**src/sv/ndd_pkg.sv**
```systemverilog
`default_nettype none
package ndd_pkg;

	localparam int LINEAGE_W   = 16;
	localparam int RATIO_W     = 16;
	localparam int LIMIT_W     = 4;
	localparam int CFG_INDEX_W = 2;
	localparam int CFG_DATA_W  = 16;

	localparam logic [RATIO_W-1:0] RATIO_RESET  = 16'd256;
	localparam logic [LIMIT_W-1:0] LIMIT_RESET  = 4'd8;
	localparam logic [LIMIT_W-1:0] ACTIVE_RESET = 4'd8;

	typedef enum logic [CFG_INDEX_W-1:0] {
		CFG_RATIO        = 2'd0,
		CFG_MAX_REPORTED = 2'd1,
		CFG_ACTIVE_GENES = 2'd2
	} cfg_index_t;

	typedef struct packed {
		logic                 valid;
		logic                 first;
		logic [LINEAGE_W-1:0] lineage;
	} side_t;

endpackage
`default_nettype wire

```
**src/sv/ndd_merge.sv**
```systemverilog
`default_nettype none
module ndd_merge #(
	parameter int GENE_LANES  = 8,
	parameter int SAMPLE_BITS = 16,
	localparam int SQW = 2 * SAMPLE_BITS + 2,
	localparam int PW  = SQW + ndd_pkg::RATIO_W,
	localparam int CW  = $clog2(GENE_LANES + 1)
) (
	input  wire logic                                clk,
	input  wire logic                                arst_n,
	input  wire logic                                adv,
	input  wire ndd_pkg::side_t                      side_s2,
	input  wire logic [SQW-1:0]                      u_sq_s2,
	input  wire logic [GENE_LANES-1:0][SQW-1:0]      g_sq_s2,
	input  wire logic [ndd_pkg::RATIO_W-1:0]         ratio,
	input  wire logic [ndd_pkg::LIMIT_W-1:0]         max_reported,
	input  wire logic [GENE_LANES-1:0]               lane_on,
	output logic                                     out_valid,
	output logic      [ndd_pkg::LINEAGE_W-1:0]       out_lineage,
	output logic      [GENE_LANES-1:0]               out_mask,
	output logic      [CW-1:0]                       out_count
);

	localparam int CMPW = (CW > ndd_pkg::LIMIT_W) ? CW : ndd_pkg::LIMIT_W;

	ndd_pkg::side_t                 side_s3;
	ndd_pkg::side_t                 side_s4;
	logic [PW-1:0]                  u_prod_s3;
	logic [GENE_LANES-1:0][SQW-1:0] g_sq_s3;
	logic [GENE_LANES-1:0]          hit;
	logic [GENE_LANES-1:0]          mask_s4;
	logic [CW-1:0]                  count;
	logic                           count_ok;

	always_comb begin
		for (int k = 0; k < GENE_LANES; k++) begin
			hit[k] = lane_on[k] &&
				({{(PW-SQW-8){1'b0}}, g_sq_s3[k], 8'b0} > u_prod_s3);
		end
	end

	always_comb begin
		count = '0;
		for (int k = 0; k < GENE_LANES; k++) begin
			count = count + CW'(mask_s4[k]);
		end
	end

	assign count_ok = CMPW'(count) <= CMPW'(max_reported);

	always_ff @(posedge clk or negedge arst_n) begin
		if (!arst_n) begin
			side_s3   <= '0;
			side_s4   <= '0;
			out_valid <= 1'b0;
		end else if (adv) begin
			side_s3   <= side_s2;
			side_s4   <= side_s3;
			out_valid <= side_s4.valid && !side_s4.first && count_ok;
		end
	end

	always_ff @(posedge clk) begin
		if (adv) begin
			u_prod_s3       <= ratio * u_sq_s2;
			g_sq_s3         <= g_sq_s2;
			mask_s4         <= hit;
			out_lineage     <= side_s4.lineage;
			out_mask        <= mask_s4;
			out_count       <= count;
		end
	end

endmodule
`default_nettype wire

```
**config.mk**
```make
export PLATFORM = sky130hd
export DESIGN_NAME = ndd_merge
export DESIGN_NICKNAME = d
export VERILOG_FILES = /design/src/sv/ndd_pkg.sv /design/src/sv/ndd_merge.sv
export SDC_FILE = /design/constraint.sdc
export NUM_CORES = 2
export LEC_CHECK = 0
export ABC_CLOCK_PERIOD_IN_PS = 9400
export BUFFER_PORTS_ARGS = -buffer_cell sky130_fd_sc_hd__clkbuf_2
export CAP_MARGIN = 20
export CELL_PAD_IN_SITES_DETAIL_PLACEMENT = 1
export CELL_PAD_IN_SITES_GLOBAL_PLACEMENT = 2
export CORE_MARGIN = 2
export CORE_UTILIZATION = 40
export CTS_BUF_LIST = sky130_fd_sc_hd__clkbuf_8
export DETAILED_ROUTE_END_ITERATION = 6
export PLACE_DENSITY_LB_ADDON = 0.1
export SYNTH_ARGS = -nofsm -noshare
export SYNTH_HDL_FRONTEND = slang
export SYNTH_SLANG_ARGS = --single-unit
```
**constraint.sdc**
```tcl
create_clock -name clk -period 9.4 [get_ports clk]
set_input_delay 0.94 -clock clk [delete_from_list [all_inputs] [get_ports clk]]
set_output_delay 0.94 -clock clk [all_outputs]
set_load 0.03 [all_outputs]
```
==> out/results.env <==
MAX_FREQ_GHz=0.128
FIRST_PASS_GRT_WIRE_LENGTH_MICRONS=173000
DRTANTENNAVIOLNETS=0
NUMCLOCKSINKS=395
YOSYSSEQAREASHARE=0.328
STATUS='completed'
CAP_VIOLATIONS=0
TIGHTESTPINTRANSITION_NS=1.01
SYNTHMUXAREASHARE=0.0117
PLACE_CONGESTION=0.894
POST-ROUTE-UTIL=0.453
WORSTREG2REGEND='out_valid'
YS_SEQ_ELEMENTS=395
GRT_START_MAX_NET_PINS=108
COREAREA_SQ_UM=88200
WORSTSETUPSTARTPOINTTYPE='primary input'
FINAL_WORST_PATH_CYCLE_SHARE=0.834
CRITPATHLAUNCH='ratio[2]'
WIRELENGTH_MICRONS=116000
WORST_SETUP_PATH_END_KIND='flip-flop'
CTS-HOLD-FIX-BUFFERS=0
GRT_SETUP_UNREPAIRED='no'
TOTAL_NEG_SETUP_SLACK_NS=0
PLACEMENT.IO_BUFFERS=383
LARGEST_FAMILY_OF_LOGIC_CELLS_BY_SYNTHESIZED_AREA='adder cells'
YOSYS.AREA_SHARE.SIMPLE=0.112
TIMING_MAX_TRANSITION_VIOLATIONS_FINAL=0
MIN_PERIOD_NS=7.84
DETAILEDROUTE.FIRSTITERATIONVIOLATIONS=1422
DRT-MET1-WL_MICRONS=48000
WORST_HOLD_CHECK_PATH_TYPE='in -> async'
CLOCKROOTBUFFER='clkbuf_8'
CTS-BUFFERS-INSERTED=61
ADDER_AND_MAJORITY_GATE_PORTION_OF_THE_SYNTHESIZED_AREA=0.394
COMPOUND_GATE_FRACTION_OF_SYNTH_AREA=0.0738
CLOCK_TREE_FROM_TRITONCTS='yes'
GRT.OVERFLOW.TOTAL=0
WORSTSKEWPAIRLATENCY_NS=0.66
WORST_SLACK_NS=1.56
SLEW-LIMIT-HEADROOM=0.328
SYNTH_XOR_AREA_FRAC=0.0118
HALF_PERIMETER_WIRE_LENGTH_AFTER_DETAILED_PLACEMENT_MICRONS=91200
WORST_EP_REQUIRED_TIME_NS=9.79
R2R-START='mask_s4[1]'
YOSYS-TOP-CELLS-COUNT='551 x inv_1, 450 x fa_1, 401 x ha_1'
SYNTH.MOST_COMMON_CELL='inv_1'
CRIT_PATH_MAX_FANOUT=20
FINCLKSKEW_NS=0.0224
VIA_PER_INST=5.22
PLACE_WORST_SETUP_SLACK_NS=0.986
INITIAL_UTILIZATION=0.403
DETAILEDROUTE.FIRSTPASSITERATIONCOUNT=5
AREA_GROWTH_PCT=12.5
POST-CTS-SETUP-BUFFERS=0
GRT_USE_TOTAL=0.255
SYNTHESIS.AREA_PER_INSTANCE_SQ_UM=11.2
POSTSYNTH.TOPFLOPCELL='edfxtp_1'
MOST_AREA_CONSUMING_CELLS_AFTER_SYNTHESIS='edfxtp_1 30%, fa_1 25%, ha_1 14%'
CLK_PIN_SLEW_WORST_PATHS_NS=0.07
NUM_ROWS=109
DIEAREA_SQ_UM=91300
YS.WARNINGS.COUNT=0
LAYOUT.FILLER_CELLS=9652
ANTENNA_FOUND_INITIAL=28
FINAL_LAYOUT_SIZE_SUFFIX_GT1_FRAC=0.149
SYNTH.NET_COUNT=4389
DIE_W_MICRONS=302
CTS_HTREE_LEVELS=2
POSTSYNTHCELLCOUNT=3183
ASYNC_FLOP_SHARE=0.0937
ROUTE.VIAS.TOTAL=25000
SYNTHESIS.AREA_SQ_UM=35600
MEAN_ROUTED_WIRELENGTH_PER_CELL_MICRONS=24.1
SYNTHDOMINANTCELLAREASHARE=0.302
REGTOREGSETUPSLACK_NS=5.47
MET2_LENGTH_MICRONS=57600
CTS_RESIZED=0
WORSTREGTOREGCELLS=14
CRIT_END='u_prod_s3[48]'
CTS_BUFFER_DEPTH=3
MET3ROUTEDLENGTH_MICRONS=6920
FIRST_GLOBAL_VIAS=28300
FINALHOLDVIOLCOUNT=0
SYNTH-EDFF-COUNT=358
SYNTH_AREA_LEADER_CELL='edfxtp_1'
NUM_IO_PINS=384
DRT_DRC_VIOLATIONS_LEFT=0
TOP_LAYER_USED='met5'
NUMBER_OF_DIFFERENT_LIBRARY_CELLS_IN_THE_POST_SYNTHESIS_NETLIST=58
CRITICALPATHCATEGORY='in -> reg'
ARRIVAL_NS=8.23
DIE_H_MICRONS=302
SETUP_VIOL=0
FINALNETCOUNT=4762
worst min path at each step:
stage	start	end	slack, ns	cells after the start
CTS	arst_n	side_s4[1]	0.40	1
detailed placement	side_s4[5]	out_lineage[5]	0.43	0
finish	arst_n	side_s3[1]	0.42	1
global placement	side_s4[11]	out_lineage[11]	0.43	0
floorplan	side_s4[0]	out_lineage[0]	0.42	0
global route	g_sq_s2[262]	g_sq_s3[262]	0.41	1
flip-flops by register name (all words and copies together) (netlist names):
register     cells
out_count        4
mask_s4          8
side_s3         18
g_sq_s3        272
side_s4         18
out_valid        1
out_lineage     16
out_mask         8
u_prod_s3       50
cells in the final DEF, fill, tap and decap left out, drive strengths merged, types with 7 or more instances in the layout:
cell    instances
inv           576
clkbuf        452
fa            450
ha            401
edfxtp        358
nand2         348
and2          230
a21oi         137
a21o          128
nand4          70
o21ai          67
nor2           45
dfrtp          37
mux2           36
xnor2          34
buf            26
diode          21
nand3          19
nor2b          18
clkinv         16
o21bai         15
xor2           14
nor3           14
a211oi         13
and3           13
nand2b         10
or3             7
o211ai          7
through the flow:
| step | cell area, sq um | std cells | hold slack, ns |
|---|---|---|---|
| floorplan | 35600 | 3183 | 0.421 |
| global placement | 38800 | 4657 | 0.427 |
| detailed placement | 38800 | 4657 | 0.430 |
| CTS | 39900 | 4771 | 0.397 |
| global route | 40000 | 4785 | 0.410 |
| finish | 40000 | 4793 | 0.417 |
cells by family (layout without fill, tap and decap cells):
logic type      Yosys count  after routing
flops                   395            395
xor+xnor                 48             48
mux                      37             37
buf+inv                 649           1073
fa+ha+maj               851            851
compound gates          411            411
other cells               0             21
simple gates            792            792
metal layers:
metal | GRT usage | vias up
li1 | - | 11300
met1 | 0.325 | 13000
met2 | 0.442 | 639
met3 | 0.0442 | 157
met4 | 0.0759 | 22
met5 | 0 | -
worst max-delay path: stages:
cell,delay (ns)
clkbuf_2,0.52
nand2_1,0.16
fa_1,0.59
fa_1,0.46
fa_1,0.51
inv_1,0.05
fa_1,0.48
fa_1,0.57
inv_1,0.06
fa_1,0.60
inv_1,0.06
ha_1,0.36
a21oi_1,0.31
o211ai_1,0.15
a21oi_1,0.26
o21ai_0,0.24
a311oi_1,0.68
o21ai_1,0.29
a211oi_1,0.53
o31ai_1,0.19
xor2_1,0.17
layout make-up:
cell class,count,area (sq um),area share
multi-input combinational,2139,21500,0.536
sequential,395,11700,0.292
timing repair buffer,408,2130,0.0533
inverter,551,2070,0.0517
tap,1165,1460,0.0364
clock buffer,70,963,0.0241
clock inverter,44,206,0.00516
antenna,21,52.6,0.00131
Power is left out: the tool's default activity adds up to more than one toggle a clock period on the data nets, which glitch-free logic cannot reach.
