`src/sv/ndd_sqdiff.sv`:
```
`default_nettype none
module ndd_sqdiff #(
	parameter int SAMPLE_BITS = 16
) (
	input  wire logic                         clk,
	input  wire logic                         adv,
	input  wire logic [SAMPLE_BITS-1:0]       now,
	input  wire logic [SAMPLE_BITS-1:0]       prev,
	output logic      [2*SAMPLE_BITS+1:0]     sq_s2
);

	logic [SAMPLE_BITS:0] diff;
	logic [SAMPLE_BITS:0] mag;
	logic [SAMPLE_BITS:0] mag_s1;

	assign diff = {now[SAMPLE_BITS-1], now} - {prev[SAMPLE_BITS-1], prev};
	assign mag  = diff[SAMPLE_BITS] ? (~diff + 1'b1) : diff;

	always_ff @(posedge clk) begin
		if (adv) begin
			mag_s1 <= mag;
			sq_s2  <= mag_s1 * mag_s1;
		end
	end

endmodule
`default_nettype wire

```
`config.mk`:
```
export PLATFORM = sky130hd
export DESIGN_NAME = ndd_sqdiff
export DESIGN_NICKNAME = d
export VERILOG_FILES = /design/src/sv/ndd_sqdiff.sv
export SDC_FILE = /design/constraint.sdc
export NUM_CORES = 1
export LEC_CHECK = 0
export BUFFER_PORTS_ARGS = -buffer_cell sky130_fd_sc_hd__buf_2
export CELL_PAD_IN_SITES_DETAIL_PLACEMENT = 0
export CELL_PAD_IN_SITES_GLOBAL_PLACEMENT = 1
export CORE_MARGIN = 2
export CORE_UTILIZATION = 36
export DETAILED_ROUTE_END_ITERATION = 8
export PLACE_DENSITY_LB_ADDON = 0.1
export SYNTH_ARGS = -nofsm -noshare
export SYNTH_HDL_FRONTEND = slang
export SYNTH_SLANG_ARGS = --single-unit
```
`constraint.sdc`:
```
create_clock -name clk -period 7.6 [get_ports clk]
set_clock_uncertainty 0.15 [all_clocks]
set_input_delay 1.52 -clock clk [delete_from_list [all_inputs] [get_ports clk]]
set_output_delay 1.52 -clock clk [all_outputs]
set_load 0.01 [all_outputs]
```
==> results of run 1 <==
==> routing by layer <==
metal / vias to the layer above / global-route usage
li1: 3821 / -
met4: 0 / 0.0153
met2: 89 / 0.296
met5: - / 0
met1: 3797 / 0.224
met3: 13 / 0.0186
==> synthesized netlist by cell type, types with 2 or more instances <==
cell type	number	area, um2
nand2b_1	7	43.8
nand4_1	4	25.0
nor3b_1	3	22.5
clkbuf_1	22	82.6
nor3_1	13	65.1
nor4_1	2	12.5
xor2_1	15	131
inv_1	306	1150
a311oi_1	3	26.3
edfxtp_1	50	1500
o211ai_1	3	22.5
o21ai_0	23	115
nand3b_1	2	15.0
fa_1	192	3840
and4_1	3	26.3
a211oi_1	3	22.5
a31oi_1	5	31.3
or2_2	7	43.8
nor2b_1	10	62.6
nor2_1	43	161
o221ai_1	2	17.5
o21bai_1	7	52.6
buf_4	2	15.0
a41oi_1	2	17.5
nand2_1	96	360
a21o_1	21	158
o31ai_1	3	22.5
a21oi_1	36	180
ha_1	129	1610
a211o_1	7	61.3
xnor2_1	45	394
nand3_1	12	60.1
a2111oi_0	3	26.3
o21ai_1	3	15.0
and3_1	5	31.3
o21a_1	12	90.1
o2111ai_1	6	52.6
and2_1	52	325
==> layout by cell type (no fill, tap or decap), drive strengths merged, types with 36 or more instances in the layout <==
cell type and count:
and2 52, nand2 96, fa 192, a21oi 36, xnor2 45, nor2 43, edfxtp 50, inv 307
ha 129, buf 83
==> logic make-up after synthesis <==
logic type / share of synthesized area
AOI/OAI and AO/OA: 0.0933
muxes: 0.00102
other: 0.000338
and+or+nand+nor: 0.117
adders and majority gates: 0.492
xor gates and xnor gates: 0.0474
buffers and inverters: 0.113
DFF: 0.135
==> registers in the layout, summed over array words and instances (netlist names) <==
signal,cells
mag_s1,17
sq_s2,33
==> worst paths after layout <==
check,startpoint,end,slack [ns],cells past startpoint
setup / recovery,mag_s1[12],sq_s2[27],0.71,19
hold / removal,mag_s1[0],sq_s2[0],0.62,0
setup reg to reg,mag_s1[12],sq_s2[27],0.71,19
hold reg to reg,mag_s1[0],sq_s2[0],0.62,0
==> per-stage QoR <==
stage          instance area (um2)  hold WS [ns]  worst slack [ns]
6_report                     12100         0.619             0.711
5_1_grt                      12100         0.688             0.333
4_1_cts                      12100         0.652             0.671
3_5_place_dp                 11900         0.630             0.679
3_3_place_gp                 11900         0.673             0.789
2_1_floorplan                11100         0.391              1.36
==> final cells by class <==
| class | instances | area share |
|---|---|---|
| clock inverter | 3 | 0.00362 |
| sequential | 50 | 0.124 |
| timing repair buffer | 83 | 0.0378 |
| multi-input combinational | 798 | 0.688 |
| inverter | 306 | 0.0949 |
| tap | 396 | 0.0409 |
| clock buffer | 5 | 0.0103 |
==> impl_metrics.tcl, run 1 <==
set metrics [dict create \
    setup-violations-final 0 \
    max_cap_viol_count 0 \
    crit_path_end_kind "register" \
    ys.flop_type "edfxtp_1" \
    rows 64 \
    port_buffers 66 \
    wl_met1_mm 12.0 \
    wl_mm 25.2 \
    relSlewSlack 0.252 \
    status "finished clean" \
    overflow 0 \
    antenna_found_initial 0 \
    synth_fp_nets 1534 \
    io_pins 68 \
    ys_ff_latch 50 \
    clk_pin_slew_ns 0.09 \
    hpwl_mm 21.9 \
    drc 0 \
    synth_cells 1179 \
    routed.top_layer "met4" \
    cts_resized 0 \
    syn_to_final_growth_pct 9.20 \
    cts_setup_buffers 0 \
    met3RoutedLength_um 655 \
    arrival_ns 6.78 \
    min_period_over_period 0.906 \
    yosysUniqueCellTypes 58 \
    worst_pin_slew_ns 1.11 \
    initial_core_util 0.364 \
    slew_viol_final 0 \
    synth_edf_count 50 \
    slowest_delay_ns 0.82 \
    cts_tree "built" \
    fin_cells 1641 \
    async_flop_share 0 \
    grt_setup_unrepaired "no" \
    dieWidth_um 179 \
    dr.pass1.iters 4 \
    vias 7720 \
    grt_max_degree 45 \
    syn_area_per_cell_um2 9.40 \
    dieArea_um2 32200 \
    netlist_area_um2 11100 \
    ant_nets 0 \
    post_drt_wl_per_cell_um 15.3 \
    path_class "reg2reg" \
    drive_gt1_frac 0.0835 \
    seq_area_um2 1500 \
    hold_buffers 0 \
    coreArea_um2 30400 \
    fillers 3155 \
    die_h_um 179 \
    crit_top_cell "fa_1" \
    finalWeightedCongestion 0.802 \
    period_minus_slack_ns 6.89 \
    placed_cells 1633 \
    cts_buffer_depth 2 \
    numCtsBuffers 5 \
    clock_latency_ns 0.32 \
    grt_usage 0.166 \
    n_antenna_cell 0 \
    grt_pass1_vias 8537 \
    cp_slowest_cell "edfxtp_1" \
    htree_levels 2 \
    initialDrtViolationCount 320 \
    cp-start-kind "register" \
    ys_seq_area_frac 0.135 \
    clock-root-buffer "clkbuf_16" \
    wl_met2_mm 12.4 \
    critPathBufInv 3 \
    hold_viol 0 \
    yosysWarnings 0 \
    crit_family "adder cells" \
    vias_per_cell 4.70 \
    worstPathMaxFanout 16 \
    crit_chain "nand2_1 -> fa_1 -> inv_1 -> fa_1 -> fa_1 -> inv_1 -> fa_1 -> fa_1 -> fa_1 -> inv_1 -> ha_1 -> a21oi_1 -> nor3b_1 -> o211ai_1 -> a41oi_1 -> o21ai_1 -> a2111oi_0 -> nor3_1 -> xor2_1" \
    post-route-util 0.398 \
    grt_pass1_wl_mm 43.5 \
    final_nets 1599 \
    multiInputGateArea_um2 8330 \
    crit_required_ns 7.50 \
    hp-class "reg2reg" \
    fmax_mhz 145 \
    clock_sinks 50 \
    finalSetupTns_ns 0 \
]
Power of run 1 is not shown: default switching activity piles up to over one toggle a cycle in this logic, so the estimate is an artifact.
==> run 2, diff against run 1 <==
- CTS_BUF_LIST: not set -> sky130_fd_sc_hd__clkbuf_8
==> run 2 against run 1 <==
Effect of this change:
- non-clock buffer count did not move
- clock-buffer cell count did not move
- first-iteration DRC count rose by 7.8%
- utilization fell by 0.19 points
- wire length barely moved
- fmax barely moved
- critical path depth did not move
- register-to-register slack barely moved
- design area fell by 0.47%
- global-route usage barely moved
- largest cell class unchanged
==> impl_metrics.tcl, run 2 (same netlist as run 1, synthesis figures left out) <==
set metrics [dict create \
    crit_chain "nand2_1 -> fa_1 -> inv_1 -> fa_1 -> fa_1 -> inv_1 -> fa_1 -> fa_1 -> fa_1 -> inv_1 -> ha_1 -> o2111ai_1 -> a31oi_1 -> o41ai_1 -> buf_4 -> o21ai_0 -> a31oi_1 -> o21ai_0 -> xor2_1" \
    n_antenna_cell 0 \
    grt_pass1_vias 8528 \
    fin_area_um2 12000 \
    dpl_worst_slack_ns 0.679 \
    vias 7721 \
    max_cap_viol_count 0 \
    vias_per_cell 4.71 \
    hpwl_mm 21.9 \
    antenna_found_initial 0 \
    crit_required_ns 7.53 \
    hp-class "reg2reg" \
    grt_usage 0.165 \
    setup_slack_ns 0.707 \
    worst_pin_slew_ns 1.11 \
    relSlewSlack 0.254 \
    port_buffers 66 \
    min_period_over_period 0.907 \
    path_class "reg2reg" \
    crit_top_cell "fa_1" \
    regMostFlops "sq_s2" \
    cts_resized 0 \
    cp-start-kind "register" \
    status "finished clean" \
    dpl-instance-area_um2 11900 \
    initialDrtViolationCount 345 \
    overflow 0 \
    cts_setup_buffers 0 \
    final_nets 1599 \
    initial_core_util 0.364 \
    cts_tree "built" \
    largest_register_ffs 33 \
    drc 0 \
    htree_levels 2 \
    arrival_ns 6.82 \
    slew_viol_final 0 \
    die_h_um 179 \
    clk_pin_slew_ns 0.13 \
    post-route-util 0.396 \
    ant_nets 0 \
    numCtsBuffers 5 \
    grt_max_degree 45 \
    clock_latency_ns 0.36 \
    hold_buffers 0 \
    worstPathMaxFanout 16 \
    clock_sinks 50 \
    top_regs "sq_s2 (33), mag_s1 (17)" \
    setup-violations-final 0 \
    grt_pass1_wl_mm 43.5 \
    syn_to_final_growth_pct 8.69 \
    rows 64 \
    final_cell_mix "inv_1, fa_1, ha_1" \
    period_minus_slack_ns 6.89 \
    cp_slowest_cell "edfxtp_1" \
    dieWidth_um 179 \
    finalWeightedCongestion 0.802 \
    dr.pass1.iters 4 \
    clock-root-buffer "clkbuf_8" \
    final_common_cell "inv_1" \
    drive_gt1_frac 0.0835 \
    crit_path_end_kind "register" \
    grt_setup_unrepaired "no" \
    post_drt_wl_per_cell_um 15.3 \
    slowest_delay_ns 0.83 \
    hold_viol 0 \
    dieArea_um2 32200 \
    coreArea_um2 30400 \
    cts_buffer_depth 2 \
    fmax_mhz 145 \
    io_pins 68 \
    wl_mm 25.2 \
    finalSetupTns_ns 0 \
]
[run 2: path summary, 6_finish.rpt]
kind / depth (start not counted) / end / from / slack [ns]
max: 19 / sq_s2[32] / mag_s1[12] / 0.71
min: 0 / sq_s2[0] / mag_s1[0] / 0.63
max reg2reg: 19 / sq_s2[32] / mag_s1[12] / 0.71
min reg2reg: 0 / sq_s2[0] / mag_s1[0] / 0.63
[run 2: final cells by class]
type	count	area, um2
fillers	3155	18400
multi-input cells	798	8330
flip-flops and latches	50	1500
inverters	306	1150
well taps	396	495
repair buffers	83	458
clock buffers	5	68.8
clock inverters	3	43.8
[run 2: metal layers]
layer | wire, um | global-route usage | vias to the layer above | part of all wire
li1 | - | - | 3824 | -
met1 | 11900 | 0.224 | 3794 | 0.47
met2 | 12400 | 0.295 | 92 | 0.49
met3 | 739 | 0.0186 | 11 | 0.029
met4 | 133 | 0.0153 | 0 | 0.0053
met5 | 0 | 0 | - | 0
[run 2: critical path: cells and delay by family, from the launching register on]
family	cells	cell delay, ns
compound gates	6	1.63
fa+ha+maj	7	3.39
flops	1	0.83
buf+inv	4	0.30
simple gates	1	0.23
xor+xnor	1	0.10
[run 2: per-stage QoR]
| step | instances | hold slack (ns) |
|---|---|---|
| after floorplan | 1179 | 0.391 |
| after global placement | 1633 | 0.673 |
| after detailed placement | 1633 | 0.630 |
| after CTS | 1641 | 0.662 |
| after global routing | 1641 | 0.693 |
| final | 1641 | 0.635 |
Power of run 2 is left out for the same reason.
==> run 3, diff against run 2 <==
- PLACE_DENSITY: not set -> 0.7
- PLACE_DENSITY_LB_ADDON: 0.1 -> not set
==> run 3 against run 2 <==
Effect of this change:
- via count rose by 1.5%
- fmax down 1.1%
- register-to-register slack worse by 0.08 ns
- cell count down 0.18%
- non-clock buffer count fell by 3
- flip-flop and latch count unchanged
- design area down 0.42%
- largest cell class unchanged
- highest routed layer unchanged
==> impl_metrics.tcl, run 3 (same netlist as run 1, synthesis figures left out) <==
set metrics [dict create \
    status "finished clean" \
    whs_endpoint "sq_s2[0]" \
    n_antenna_cell 0 \
    vias_per_cell 4.78 \
    setup-violations-final 0 \
    max_cap_viol_count 0 \
    syn_to_final_growth_pct 8.24 \
    crit_path_end_kind "register" \
    final_cell_mix "inv_1, fa_1, ha_1" \
    reg2regPathDepth 21 \
    cp-start-kind "register" \
    dieWidth_um 179 \
    initialDrtViolationCount 287 \
    crit_family "adder cells" \
    hp-class "reg2reg" \
    crit_chain "nand2_1 -> fa_1 -> inv_1 -> fa_1 -> fa_1 -> inv_1 -> fa_1 -> inv_1 -> fa_1 -> inv_1 -> fa_1 -> inv_1 -> ha_1 -> o21ai_0 -> nand2b_1 -> a211o_1 -> a41oi_1 -> o21ai_1 -> a2111oi_0 -> nor3_1 -> xor2_1" \
    worstPathMaxFanout 15 \
    crit_top_cell "fa_1" \
    r2r_start "mag_s1[8]" \
    coreArea_um2 30400 \
    hpwl_mm 20.5 \
    period_minus_slack_ns 6.97 \
    seq_area_um2 1500 \
    finalSetupTns_ns 0 \
    dr.pass1.iters 4 \
    drc 0 \
    antenna_found_initial 0 \
    cts_tree "built" \
    cp_slowest_cell "edfxtp_1" \
    overflow 0 \
    slowest_delay_ns 0.72 \
    slew_viol_final 0 \
    grt_usage 0.156 \
    vias 7835 \
    die_h_um 179 \
    wl_mm 23.7 \
    hold_buffers 0 \
    htree_levels 2 \
    grt_pass1_wl_mm 41.6 \
    cts_resized 0 \
    worst_pin_slew_ns 0.974 \
    drive_gt1_frac 0.0797 \
    hold_viol 0 \
    cts_setup_buffers 0 \
    numCtsBuffers 5 \
    top_regs "sq_s2 (33), mag_s1 (17)" \
    arrival_ns 6.90 \
    multiInputGateArea_um2 8330 \
    fillers 3167 \
    relSlewSlack 0.343 \
    final_nets 1596 \
    grt_pass1_vias 8527 \
    dieArea_um2 32200 \
    hold_depth 0 \
    port_buffers 66 \
    cts_buffer_depth 2 \
    grt_setup_unrepaired "no" \
    final_common_cell "inv_1" \
    hold_start "mag_s1[0]" \
    post_drt_wl_per_cell_um 14.5 \
    ant_nets 0 \
    crit_required_ns 7.53 \
    grt_max_degree 51 \
    io_pins 68 \
    path_class "reg2reg" \
    clock_sinks 50 \
    r2r-end "sq_s2[27]" \
    reg2reg_slack_ns 0.63 \
    critPathBufInv 5 \
    rows 64 \
    clock-root-buffer "clkbuf_8" \
    initial_core_util 0.364 \
    largest_register_ffs 33 \
    regMostFlops "sq_s2" \
    clock_latency_ns 0.34 \
    fmax_mhz 143 \
    min_period_over_period 0.917 \
    clk_pin_slew_ns 0.11 \
    finalWeightedCongestion 0.817 \
]
## run 3: cell count changes in the layout (fill, tap and decap cells not counted)
cell	change
buf_4	-3
bufinv_16	-1
clkinv_1	+3
clkinv_2	-1
inv_6	-1
o31ai_1	-1
o31ai_2	+1
## run 3: metrics by stage
| stage | utilization | instance area [um2] | hold slack, ns | worst slack, ns | cells |
|---|---|---|---|---|---|
| final | 0.394 | 12000 | 0.773 | 0.629 | 1638 |
| after global placement | 0.391 | 11900 | 0.765 | 0.775 | 1630 |
| after global routing | 0.394 | 12000 | 0.831 | 0.309 | 1638 |
| after CTS | 0.394 | 12000 | 0.782 | 0.668 | 1638 |
| after floorplan | - | 11100 | 0.391 | 1.36 | 1179 |
| after detailed placement | 0.391 | 11900 | 0.778 | 0.664 | 1630 |
## run 3: cell type report
class / count / share of cell area
multi-input cells: 798 / 0.695
inverters: 306 / 0.0958
clock buffers: 5 / 0.00574
flip-flops and latches: 50 / 0.125
well taps: 396 / 0.0413
clock inverters: 3 / 0.000939
repair buffers: 80 / 0.0363
## run 3: layer usage
| metal | global-route usage | vias to the layer above | share of wire |
|---|---|---|---|
| met5 | 0 | - | 0 |
| met4 | 0.0299 | 0 | 0.012 |
| met3 | 0.0190 | 22 | 0.025 |
| met2 | 0.272 | 97 | 0.49 |
| met1 | 0.210 | 3903 | 0.47 |
| li1 | - | 3813 | - |
## run 3: how the worst max path moves through the flow
stage / start / to / slack, ns / cells after the start
3_3_place_gp: mag_s1[8] / sq_s2[27] / 0.77 / 21
6_report: mag_s1[8] / sq_s2[27] / 0.63 / 21
3_5_place_dp: mag_s1[8] / sq_s2[27] / 0.66 / 21
4_1_cts: mag_s1[8] / sq_s2[27] / 0.67 / 21
2_1_floorplan: mag_s1[4] / sq_s2[32] / 1.36 / 21
5_1_grt: mag_s1[9] / sq_s2[27] / 0.31 / 21
Power of run 3 is left out for the same reason.
